--- src/design/oaht_pkg.sv ---
`timescale 1ns / 1ps
// ----------------------------------------------------------------------------
// Hash table package
// Shared widths, codes and request/result types for the open-addressing table.
// ----------------------------------------------------------------------------
package oaht_pkg;

  localparam int DEF_TABLE_DEPTH = 1024;
  localparam int DEF_KEY_BYTES   = 8;

  localparam int OP_W     = 2;
  localparam int KEY_W    = 64;
  localparam int VAL_W    = 32;
  localparam int STAT_W   = 2;
  localparam int SLOT_W   = 10;
  localparam int FREE_W   = 11;
  localparam int CFG_W    = 11;
  localparam int CFG_IDX_W = 2;
  localparam int SUM_W    = 11;
  localparam int FRAC_W   = 24;

  // Fractional multiplier, about 0.22626 as a 24-bit fraction.
  localparam logic [FRAC_W-1:0] MULT_FRAC = 24'd3795946;

  localparam logic [OP_W-1:0] OP_INSERT = 2'd0;
  localparam logic [OP_W-1:0] OP_LOOKUP = 2'd1;
  localparam logic [OP_W-1:0] OP_CLEAR  = 2'd2;

  localparam logic [STAT_W-1:0] ST_OK        = 2'd0;
  localparam logic [STAT_W-1:0] ST_NOT_FOUND = 2'd1;
  localparam logic [STAT_W-1:0] ST_FULL      = 2'd2;
  localparam logic [STAT_W-1:0] ST_EMPTY     = 2'd3;

  localparam logic [CFG_IDX_W-1:0] REG_TABLE_SIZE = 2'd0;
  localparam logic [CFG_IDX_W-1:0] REG_HASH_MODE  = 2'd1;

  typedef struct packed {
    logic [OP_W-1:0]         op;
    logic [KEY_W-1:0]        key;
    logic signed [VAL_W-1:0] value;
  } in_req_t;

  typedef struct packed {
    logic [STAT_W-1:0]       status;
    logic signed [VAL_W-1:0] found_value;
    logic [SLOT_W-1:0]       slot_index;
    logic [FREE_W-1:0]       free_count;
  } out_res_t;

endpackage

--- src/design/oaht_mod.sv ---
`timescale 1ns / 1ps
// ----------------------------------------------------------------------------
// Remainder unit
// Restoring remainder of the byte sum by the table size, one bit per cycle.
// ----------------------------------------------------------------------------
module oaht_mod
  import oaht_pkg::*;
#(
  parameter int SIZE_W = 11,
  parameter int IDX_W  = 10
) (
  input  logic              clk,
  input  logic              rst_n,
  input  logic              go,
  input  logic [SUM_W-1:0]  dividend,
  input  logic [SIZE_W-1:0] divisor,
  output logic              done,
  output logic [IDX_W-1:0]  rem
);

  localparam int CNT_W = $clog2(SUM_W + 1);

  logic              run_r, run_nxt;
  logic              done_r, done_nxt;
  logic [CNT_W-1:0]  cnt_r, cnt_nxt;
  logic [SUM_W-1:0]  q_r, q_nxt;
  logic [SIZE_W-1:0] rem_r, rem_nxt;
  logic [SIZE_W:0]   trial;

  always_comb begin
    run_nxt  = run_r;
    done_nxt = 1'b0;
    cnt_nxt  = cnt_r;
    q_nxt    = q_r;
    rem_nxt  = rem_r;
    trial    = {rem_r, q_r[SUM_W-1]};
    if (go) begin
      run_nxt = 1'b1;
      cnt_nxt = CNT_W'(SUM_W);
      q_nxt   = dividend;
      rem_nxt = '0;
    end else if (run_r) begin
      if (trial >= {1'b0, divisor}) begin
        trial = trial - {1'b0, divisor};
      end
      rem_nxt = trial[SIZE_W-1:0];
      q_nxt   = {q_r[SUM_W-2:0], 1'b0};
      cnt_nxt = cnt_r - 1'b1;
      if (cnt_r == CNT_W'(1)) begin
        run_nxt  = 1'b0;
        done_nxt = 1'b1;
      end
    end
  end

  always_ff @(posedge clk) begin
    if (!rst_n) begin
      run_r  <= 1'b0;
      done_r <= 1'b0;
      cnt_r  <= '0;
    end else begin
      run_r  <= run_nxt;
      done_r <= done_nxt;
      cnt_r  <= cnt_nxt;
    end
  end

  always_ff @(posedge clk) begin
    q_r   <= q_nxt;
    rem_r <= rem_nxt;
  end

  assign done = done_r;
  assign rem  = IDX_W'(rem_r);

endmodule

--- config.mk ---
export PLATFORM = sky130hd
export DESIGN_NAME = oaht_mod
export DESIGN_NICKNAME = d
export VERILOG_FILES = /design/src/design/oaht_pkg.sv /design/src/design/oaht_mod.sv
export SDC_FILE = /design/constraint.sdc
export NUM_CORES = 1
export LEC_CHECK = 0
export BUFFER_PORTS_ARGS = -buffer_cell sky130_fd_sc_hd__buf_2
export CAP_MARGIN = 20
export CORE_ASPECT_RATIO = 0.8
export CORE_MARGIN = 2
export CORE_UTILIZATION = 55
export DETAILED_ROUTE_END_ITERATION = 12
export PLACE_DENSITY_LB_ADDON = 0.12
export SLEW_MARGIN = 10
export SYNTH_ARGS = -nofsm -noshare
export SYNTH_HDL_FRONTEND = slang
export SYNTH_SLANG_ARGS = --single-unit
--- constraint.sdc ---
create_clock -name clk -period 3.1 [get_ports clk]
set_input_delay 0.465 -clock clk [delete_from_list [all_inputs] [get_ports clk]]
set_output_delay 0.465 -clock clk [all_outputs]
set_load 0.02 [all_outputs]
Word-level counts from Yosys, hierarchy flattened
Cells that the tools add are included.

Register bits: 28. Bits of input ports: 25. Output and inout port bits: 11. Logic and storage cells: 24.

Add/subtract/negate cells: 2. Magnitude comparators: 1. Equal/unequal tests: 1. Muxes and demuxes: 9. Bitwise logic cells: 2. Reduce and logical (&&, ||, !) cells: 3.

Operators by type and width (number): $mux W11 (3); $ge A12 B11 Y1 (1); $sub A11 B11 Y11 (1); $mux W4 (2); $eq A4 B1 Y1 const B (1); $mux W1 (4); $sub A4 B1 Y4 const B (1); $reduce_or A3 Y1 (1); $not A1 Y1 (2); $reduce_bool A2 Y1 (1); $reduce_or A2 Y1 (1).

Longest topological paths before layout
Gate-level depths: netlist of run 1.

Depth in word-level cells: 4. Mapped depth: 10. Depth with buffers taken out: 9.

Least setup slack after synthesis of run 1
OpenSTA, ideal clock, no wires.

Path kind: input port to flip-flop. Start point: in divisor[0]. End point: reg rem_r[6]. Setup time: 88 ps. Arrival: 2559 ps. Required time: 3012 ps. Path slack: 453 ps. Stages on the path: 9. Buffers on the path: 1. Cell sequence: ha_1 fa_1 and2b_1 o22ai_2 a211o_1 and2_4 buf_6 or3b_1 a311oi_2.

Cells in the longest elaborated chain, start to end: 2. Elaborated cells on any way between the ends: 3. Those cells by class: add/sub: 1; order compare: 1; mux: 1.

RTL lines: start: declaration (line oaht_mod.sv:16) `input logic [SIZE_W-1:0] divisor,`; $sub A11 B11 Y11 / $ge A12 B11 Y1 (equally long branches) (line oaht_mod.sv:44, oaht_mod.sv:43); $mux W11 * (line oaht_mod.sv:43) `if (trial >= {1'b0, divisor}) begin`; end signal: assignment (line oaht_mod.sv:70) `rem_r <= rem_nxt;`; end: declaration (line oaht_mod.sv:27) `logic [SIZE_W-1:0] rem_r, rem_nxt;`.

Mark *: on every way between the ends. The rest lies on a longest branch, timed or not. A chain may end at the register's enable or synchronous reset.

Final worst setup path of run 1
Start point: reg q_r[10]. End point: reg rem_r[6].

Cells in the longest elaborated chain, start to end: 2. Elaborated cells on any way between the ends: 3. Those cells by class: add/sub: 1; order compare: 1; mux: 1.

RTL lines: start: declaration (line oaht_mod.sv:26) `logic [SUM_W-1:0] q_r, q_nxt;`; start signal: assignment (line oaht_mod.sv:69) `q_r <= q_nxt;`; $sub A11 B11 Y11 / $ge A12 B11 Y1 (equally long branches) (line oaht_mod.sv:44, oaht_mod.sv:43); $mux W11 * (line oaht_mod.sv:43).

Marks and branches as above.

==> qor.csv, run 1 <==
stage;metric;value;unit
timing;min_period;2.63;ns
cells_and_area;multi_input_area;1010;µm²
pwr;ir_drop;0.339;mV
clock_tree;cts.clk_slew.worst_paths;0.10;ns
grt;grt_overflow;0;
clock_tree;clock-sinks;28;
clock_tree;cts_buffer_depth;2;
setup_path;path_cells;inv_1 > ha_1 > fa_1 > and2b_1 > o22ai_2 > a211o_1 > and2_4 > or3b_1 > a311oi_2;
pwr;powerDensity;431;nW/µm²
clock_tree;cts_made_buffers;3;
setup_path;cpPeakStageDelay;0.40;ns
worst_hold_path;hp-class;in2reg;
cells_and_area;syn_to_final_growth;11.2;%
cells_and_area;antenna_cells;0;
placed_design;place_ws;0.283;ns
cells_and_area;fin_cells;268;
pwr;p_leak;0.943;nW
timing;fmax;380;MHz
timing;fin_setup_tns;0;ns
clock_tree;cts_max_level;1;
setup_path;crit_path_start_kind;flop;
grt;grt_pass1_vias;1386;
die;core;3150;µm²
routing;dr.pass1.iters;4;
cells_and_area;drive_above_1_share;24.1;%
timing;slew_violations;0;
routing;drt_iter0_drc;87;
setup_path;r2r.worst_path.cells;9;
setup_path;setup.worst_path.end;rem_r[6];
timing;fin_skew;0.00863;ns
setup_path;crit_start;q_r[10];
timing;worst_pin_slew;0.511;ns
logic_synthesis;ys_seq_area_share;36.3;%
clock_tree;cts_root_buf;clkbuf_8;
die;rows;18;
die;ioPinCount;36;
grt;grt_pass1_wl;6560;µm
routing;vias;1490;
die;die_w;68.8;µm
timing;fin_crit_sh;84.8;%
cells_and_area;ff_latch_area;671;µm²
setup_path;critical_path_arrival;2.82;ns
routing;post_drt_wl_per_cell;14.5;µm
die;start_util;58.5;%
timing;setup_slack;0.471;ns
logic_synthesis;async_reset_ff_share;0;%
setup_path;worstPathRequired;3.30;ns
setup_path;critical_path_class;reg2reg;
placed_design;io_buffers;35;
placed_design;hpwl;3090;µm
clock_tree;cts_tree;built;
timing;max_slew_margin;65.8;%
routing;drc_errors;0;
routing;wl;3880;µm
grt;grt_max_degree;22;
placed_design;dp_cells;264;
setup_path;cp_max_fo;8;
logic_synthesis;syn_nets;241;
logic_synthesis;synthDistinctLibCells;49;
grt;grt_usage;22.6;%
timing;finalHoldViolCount;0;
logic_synthesis;syn_inst;202;
logic_synthesis;synth.avg_cell_area;9.14;µm²
timing;rsz0062_at_grt;false;
cells_and_area;n_fill_cell;283;
routing;drtAntennaViolNets;0;
logic_synthesis;ys_ff_latch;28;
logic_synthesis;synth_warnings;0;
die;dieArea;3840;µm²
timing;setup-violations-final;0;
outcome;run_status;complete, no violations;
setup_path;r2r_end;rem_r[6];
setup_path;cp_slowest_cell;fa_1;
logic_synthesis;synthesis.area;1850;µm²
logic_synthesis;synth-edff-count;11;
clock_tree;clock_latency;0.27;ns
setup_path;r2r-start;q_r[10];
placed_design;finalWeightedCongestion;0.923;
grt;antenna_found_initial;0;
setup_path;r2r_slack;0.47;ns
logic_synthesis;ys.flop_type;dfxtp_1;
die;die_h;55.8;µm
clock_tree;cts_hold_buf;0;
clock_tree;cts_resized;0;
routing;via_per_inst;5.56;
flow_run;drv_cap;0;
timing;holdWs;0.441;ns
cells_and_area;nets;268;
pwr;power.total;0.884;mW
clock_tree;cts_setup_buffers;0;
setup_path;end_kind;flop;
==> Yosys cell counts, drive strengths merged, types with 3 or more instances <==
master	number	area [µm²]
buf	11	86.3
mux2	10	113
clkbuf	3	11.3
nand2	19	71.3
inv	18	67.6
edfxtp	11	330
ha	13	163
o21ai	15	75.1
o21a	6	45.0
nand2b	3	18.8
nor2b	3	18.8
nor2	14	52.6
xor2	5	43.8
nor3	4	25.0
dfxtp	17	340
a21oi	12	60.1
==> logic make-up after synthesis <==
kind of cell             Yosys count  share of synthesized area (%)
XOR/XNOR                           7                           3.32
flip-flops                        28                           36.3
adder cells (fa/ha/maj)           14                           9.90
AO/OA/AOI/OAI                     51                           18.7
AND/OR/NAND/NOR                   58                           15.6
multiplexers                      12                           7.19
buffers and inverters             32                           8.95
==> where the power goes <==
group	internal [mW]	switching, mW	leakage [nW]
clock network	0.173	0.110	0.0357
registers	0.412	0.0173	0.250
logic	0.0768	0.0960	0.657
==> layer usage <==
metal | global-route usage [%] | vias to the layer above | part of all wire (%)
li1 | - | 761 | -
met1 | 32.6 | 680 | 46
met4 | 2.52 | 0 | 0
met3 | 5.47 | 0 | 7.0
met2 | 35.4 | 49 | 47
met5 | 0 | - | 0
==> cells in the final DEF (no fill, tap or decap), types with 5 or more instances in the layout <==
master and instances:
a21oi_1 12, buf_2 35, dfxtp_1 17, edfxtp_1 11, ha_1 13, inv_1 18, mux2_2 10, nand2_1 19
nor2_1 14, o21a_1 6, o21ai_0 8, o21ai_1 7, xor2_1 5
==> worst min path at each step <==
| stage | startpoint | end | slack (ns) | cells past startpoint |
|---|---|---|---|---|
| 6_report | rst_n | done | 0.44 | 3 |
| 5_1_grt | rst_n | cnt_r[3] | 0.45 | 2 |
| 4_1_cts | rst_n | done | 0.44 | 3 |
| 3_5_place_dp | rem_r[7] | rem_r[7] | 0.48 | 2 |
| 3_3_place_gp | rem_r[8] | rem_r[8] | 0.47 | 2 |
| 2_1_floorplan | rem_r[7] | rem_r[7] | 0.46 | 2 |
==> registers in the layout, summed over array words and instances (netlist names) <==
signal and count:
q_r 11, done 1, run_r 1, cnt_r 4
rem_r 11
==> critical path: cells and delay by family (launching register included) <==
family | cells | cell delay, ns
flops | 1 | 0.36
simple gates | 3 | 0.84
compound gates | 3 | 0.71
fa+ha+maj | 2 | 0.61
buf+inv | 1 | 0.05
==> stage by stage <==
step | cell area, µm² | utilization, %
floorplan | 1850 | -
detailed placement | 1980 | 62.8
global placement | 1980 | 62.8
global route | 2050 | 65.1
CTS | 2050 | 65.1
finish | 2050 | 65.1
==> cell type report <==
type | instances | share of cell area, %
multi-input combinational | 142 | 49.2
sequential | 28 | 32.7
inverter | 18 | 3.29
timing repair buffer | 36 | 8.90
clock inverter | 1 | 1.46
tap | 40 | 2.44
clock buffer | 3 | 2.01
No activity file was read; power rests on OpenSTA's default activity.
==> run 2, diff against run 1 <==
- clock period: 3.1 -> 2.6 ns (I/O delays scaled with it)
==> run 2 against run 1 <==
Net effect:
- global-route usage is essentially flat
- largest power group unchanged
- largest cell class unchanged
- register-to-register slack lost 0.29 ns
- clock skew grew 0.0017 ns
- critical path type unchanged
- clock power shrank 6%
- sequential share of layout area shrank 0.18 points
==> qor.csv, run 2 (synthesized netlist as in run 1, its figures left out) <==
stage;metric;value;unit
clock_tree;cts_made_buffers;3;
setup_path;critical-path-top-delay-family;simple AND/OR/NAND/NOR gates;
clock_tree;clock_latency;0.27;ns
timing;worst_pin_slew;0.497;ns
worst_hold_path;worstHoldPathCells;3;
pwr;ir_drop;0.362;mV
pwr;p_leak;0.947;nW
placed_design;finalWeightedCongestion;0.875;
grt;grt_pass1_vias;1400;
die;die_w;68.8;µm
worst_hold_path;hp-class;in2reg;
clock_tree;cts_buffer_depth;2;
timing;fin_setup_tns;0;ns
routing;wl;3890;µm
routing;via_per_inst;5.55;
die;start_util;58.5;%
clock_tree;cts_max_level;1;
cells_and_area;syn_to_final_growth;11.8;%
pwr;p_sw_share;26.9;%
pwr;p_int;0.720;mW
routing;drtAntennaViolNets;0;
routing;drc_errors;0;
timing;setup_slack;0.180;ns
pwr;p_seq_share;51.9;%
setup_path;worst-path-buf-inv;1;
clock_tree;cts_root_buf;clkbuf_8;
setup_path;cpPeakStageDelay;0.38;ns
setup_path;r2r.worst_path.cells;9;
placed_design;io_buffers;35;
timing;min_period;2.42;ns
timing;slew_violations;0;
cells_and_area;final_common_cell;buf_2;
clock_tree;clock-sinks;28;
clock_tree;cts.clk_slew.worst_paths;0.10;ns
setup_path;cp_max_fo;3;
cells_and_area;nets;271;
die;die_h;55.8;µm
timing;max_slew_margin;66.7;%
grt;antenna_found_initial;0;
timing;fin_crit_sh;93.1;%
timing;finalHoldViolCount;0;
setup_path;r2r_end;rem_r[6];
setup_path;crit_start;q_r[10];
routing;dr.max_layer_used;met4;
setup_path;path_cells;inv_1 > ha_1 > fa_2 > and2b_1 > o22ai_2 > a211o_1 > and2_4 > or3b_1 > a311oi_2;
die;rows;18;
worst_hold_path;min_to;done;
worst_hold_path;min-delay-start;rst_n;
cells_and_area;top_regs;q_r x11, rem_r x11, cnt_r x4;
routing;met1_length;1870;µm
cells_and_area;final_cell_mix;buf_2, inv_1, nand2_1;
grt;grt_usage;22.6;%
routing;drt_iter0_drc;75;
placed_design;hpwl;3080;µm
routing;wl_met3;176;µm
setup_path;cp_slowest_cell;or3b_1;
cells_and_area;antenna_cells;0;
pwr;powerDensity;477;nW/µm²
setup_path;crit_path_start_kind;flop;
die;core;3150;µm²
setup_path;r2r_slack;0.18;ns
setup_path;critical_path_arrival;2.62;ns
pwr;pwr-share-comb;21.1;%
timing;fmax;413;MHz
timing;setup-violations-final;0;
timing;rsz0062_at_grt;false;
pwr;p_switching;0.264;mW
setup_path;r2r-start;q_r[10];
grt;grt_overflow;0;
cells_and_area;drive_above_1_share;26.0;%
flow_run;drv_cap;0;
grt;grt_pass1_wl;6510;µm
setup_path;critical_path_class;reg2reg;
die;ioPinCount;36;
die;dieArea;3840;µm²
outcome;run_status;complete, no violations;
timing;fin_skew;0.0104;ns
setup_path;worstPathRequired;2.80;ns
setup_path;end_kind;flop;
routing;vias;1503;
placed_design;place_ws;0.00661;ns
clock_tree;cts_tree;built;
routing;post_drt_wl_per_cell;14.3;µm
pwr;p_clk_share;27.0;%
routing;wl_met2;1830;µm
grt;grt_max_degree;22;
clock_tree;cts_setup_buffers;0;
routing;dr.pass1.iters;4;
==> run 2: through the flow <==
stage	cell area [µm²]	hold WS (ns)	util (%)	instances	power [mW]
6_report	2060	0.372	65.4	271	0.984
5_1_grt	2060	0.381	65.4	271	1.04
4_1_cts	2060	0.372	65.3	271	0.992
3_5_place_dp	2000	0.482	63.5	267	0.726
3_3_place_gp	2000	0.474	63.5	267	0.716
2_1_floorplan	1850	0.455	-	202	0.669
==> run 2: worst reg2reg max path, delay by kind of cell, from the launching register on <==
family          cells  cell delay, ns
compound gates      3            0.62
fa+ha+maj           2            0.57
buf+inv             1            0.06
flops               1            0.36
simple gates        3            0.75
==> run 2: repair_timing <==
action,in CTS,in global routing
resized for setup,0,2
hold buffers,0,0
setup endpoints to repair,0,5
==> run 2: worst max-delay path by stage <==
stage               end  slack [ns]  cells after the start
6_report       rem_r[6]        0.18                      9
5_1_grt        rem_r[6]        0.03                      9
4_1_cts        rem_r[9]        0.11                     10
3_5_place_dp   rem_r[9]       0.007                     10
3_3_place_gp   rem_r[6]        0.07                      9
2_1_floorplan  rem_r[6]        0.03                      9
==> run 2: area by class of cell <==
class / count / area [µm²]
Fill cell: 276 / 1090
Multi-Input combinational cell: 142 / 1010
Sequential cell: 28 / 671
Timing Repair Buffer: 39 / 205
Inverter: 18 / 67.6
Clock buffer: 4 / 55.1
Tap cell: 40 / 50.0
==> run 2: power by group through the flow <==
| stage | registers (mW) | clock network [mW] | logic [mW] |
|---|---|---|---|
| floorplan | 0.512 | 0 | 0.157 |
| global placement | 0.519 | 0 | 0.197 |
| detailed placement | 0.521 | 0 | 0.205 |
| CTS | 0.511 | 0.275 | 0.206 |
| global route | 0.515 | 0.290 | 0.235 |
| finish | 0.511 | 0.265 | 0.208 |
==> run 2: routing by layer <==
layer | vias up | global-route usage [%]
met5 | - | 0
met4 | 0 | 3.92
met3 | 4 | 5.06
met2 | 38 | 35.9
met1 | 694 | 31.7
li1 | 767 | -
==> run 3, diff against run 2 <==
- CORE_UTILIZATION: 55 -> 35
- SKIP_LAST_GASP: not set -> 1
- TNS_END_PERCENT: not set -> 50
==> run 3 against run 2 <==
Net effect:
- design area up 2.0%
- maximum frequency down 0.89%
- critical path depth up 1
- die area up 53%
- largest cell class unchanged
==> qor.csv, run 3 (synthesized netlist as in run 1, its figures left out) <==
stage;metric;value;unit
setup_path;crit_path_start_kind;flop;
routing;vias;1454;
die;core;5040;µm²
outcome;run_status;complete, no violations;
routing;post_drt_wl_per_cell;13.8;µm
timing;min_period;2.44;ns
routing;drtAntennaViolNets;0;
clock_tree;cts_tree;built;
pwr;p_leak;0.958;nW
cells_and_area;final_cell_mix;buf_2, nand2_1, inv_1;
setup_path;setup.worst_path.end;rem_r[3];
setup_path;crit_start;q_r[10];
setup_path;critical_path_class;reg2reg;
setup_path;cp_max_fo;8;
routing;drc_errors;0;
timing;max_slew_margin;46.2;%
cells_and_area;antenna_cells;0;
setup_path;r2r.worst_path.cells;10;
clock_tree;clock_latency;0.28;ns
cells_and_area;final_common_cell;buf_2;
setup_path;worstPathRequired;2.77;ns
pwr;powerDensity;488;nW/µm²
clock_tree;cts.clk_slew.worst_paths;0.10;ns
die;die_h;69.0;µm
grt;grt_usage;14.4;%
routing;wl;4050;µm
timing;worst_pin_slew;0.804;ns
routing;dr.pass1.iters;4;
worst_hold_path;hp-class;in2reg;
clock_tree;cts_resized;0;
die;dieArea;5870;µm²
clock_tree;cts_root_buf;clkbuf_8;
timing;fin_setup_tns;0;ns
grt;antenna_found_initial;0;
pwr;ir_drop;0.270;mV
placed_design;finalWeightedCongestion;0.786;
clock_tree;cts_setup_buffers;0;
die;rows;23;
timing;fin_crit_sh;93.9;%
cells_and_area;nets;272;
timing;finalHoldViolCount;0;
grt;grt_overflow;0;
timing;fmax;410;MHz
flow_run;drv_cap;0;
timing;slew_violations;0;
cells_and_area;drive_above_1_share;25.4;%
routing;via_per_inst;4.95;
grt;grt_max_degree;22;
cells_and_area;top_regs;q_r x11, rem_r x11, cnt_r x4;
placed_design;dp_cells;290;
clock_tree;clock-sinks;28;
setup_path;r2r-start;q_r[10];
setup_path;r2r_end;rem_r[3];
cells_and_area;n_fill_cell;507;
clock_tree;cts_buffer_depth;2;
timing;holdWs;0.380;ns
placed_design;hpwl;3140;µm
setup_path;critical_path_arrival;2.61;ns
die;die_w;85.2;µm
setup_path;end_kind;flop;
die;ioPinCount;36;
timing;setup-violations-final;0;
timing;rsz0062_at_grt;false;
cells_and_area;syn_to_final_growth;14.0;%
cells_and_area;fin_cells;294;
cells_and_area;utilization;41.8;%
grt;grt_pass1_vias;1343;
clock_tree;cts_made_buffers;3;
grt;grt_pass1_wl;6460;µm
clock_tree;cts_max_level;1;
clock_tree;cts_hold_buf;0;
timing;fin_skew;0.00436;ns
placed_design;io_buffers;35;
setup_path;r2r_slack;0.16;ns
die;start_util;36.6;%
routing;drt_iter0_drc;62;
run 3: through the flow:
step           setup WS [ns]  cell area [µm²]  power, mW
5_1_grt               0.0129             2100       1.09
4_1_cts                0.154             2100       1.04
6_report               0.159             2100       1.03
2_1_floorplan         0.0276             1850      0.669
3_3_place_gp          0.0757             2040      0.726
3_5_place_dp          0.0538             2040      0.727
run 3: final cells by class:
class | count | area (µm²) | share of cell area, %
clock buffer | 4 | 66.3 | 3.15
inverter | 18 | 67.6 | 3.21
multi-input combinational | 142 | 1010 | 48.0
sequential | 28 | 671 | 31.9
tap | 62 | 77.6 | 3.69
timing repair buffer | 40 | 213 | 10.1
run 3: power by group:
part           switching, mW  internal [mW]
Combinational          0.112         0.0935
Sequential            0.0199          0.491
Clock                  0.143          0.168
run 3: metal layers:
layer	up-vias	routed length, µm	global-route usage, %
met5	-	0	0
met4	0	34	3.57
met1	654	2210	21.8
met2	30	1600	20.2
met3	5	210	3.57
li1	765	-	-
run 3: worst min-delay path by stage:
stage                        start       end  slack (ns)  depth (start not counted)
after CTS                    rst_n      done        0.37                          3
after global placement    rem_r[8]  rem_r[8]        0.49                          2
after global routing         rst_n  cnt_r[0]        0.37                          2
final                        rst_n      done        0.38                          3
after floorplan           rem_r[7]  rem_r[7]        0.46                          2
after detailed placement  rem_r[2]  rem_r[2]        0.48                          2
run 3: critical path, cell delays in order, from the launching register on:
cell and delay [ns]:
edfxtp_1 0.37, inv_1 0.05, ha_1 0.20, fa_1 0.40
and2b_1 0.24, o22ai_2 0.09, a211o_1 0.28, buf_4 0.16
nand2_1 0.25, mux2i_1 0.22, o21ai_1 0.07
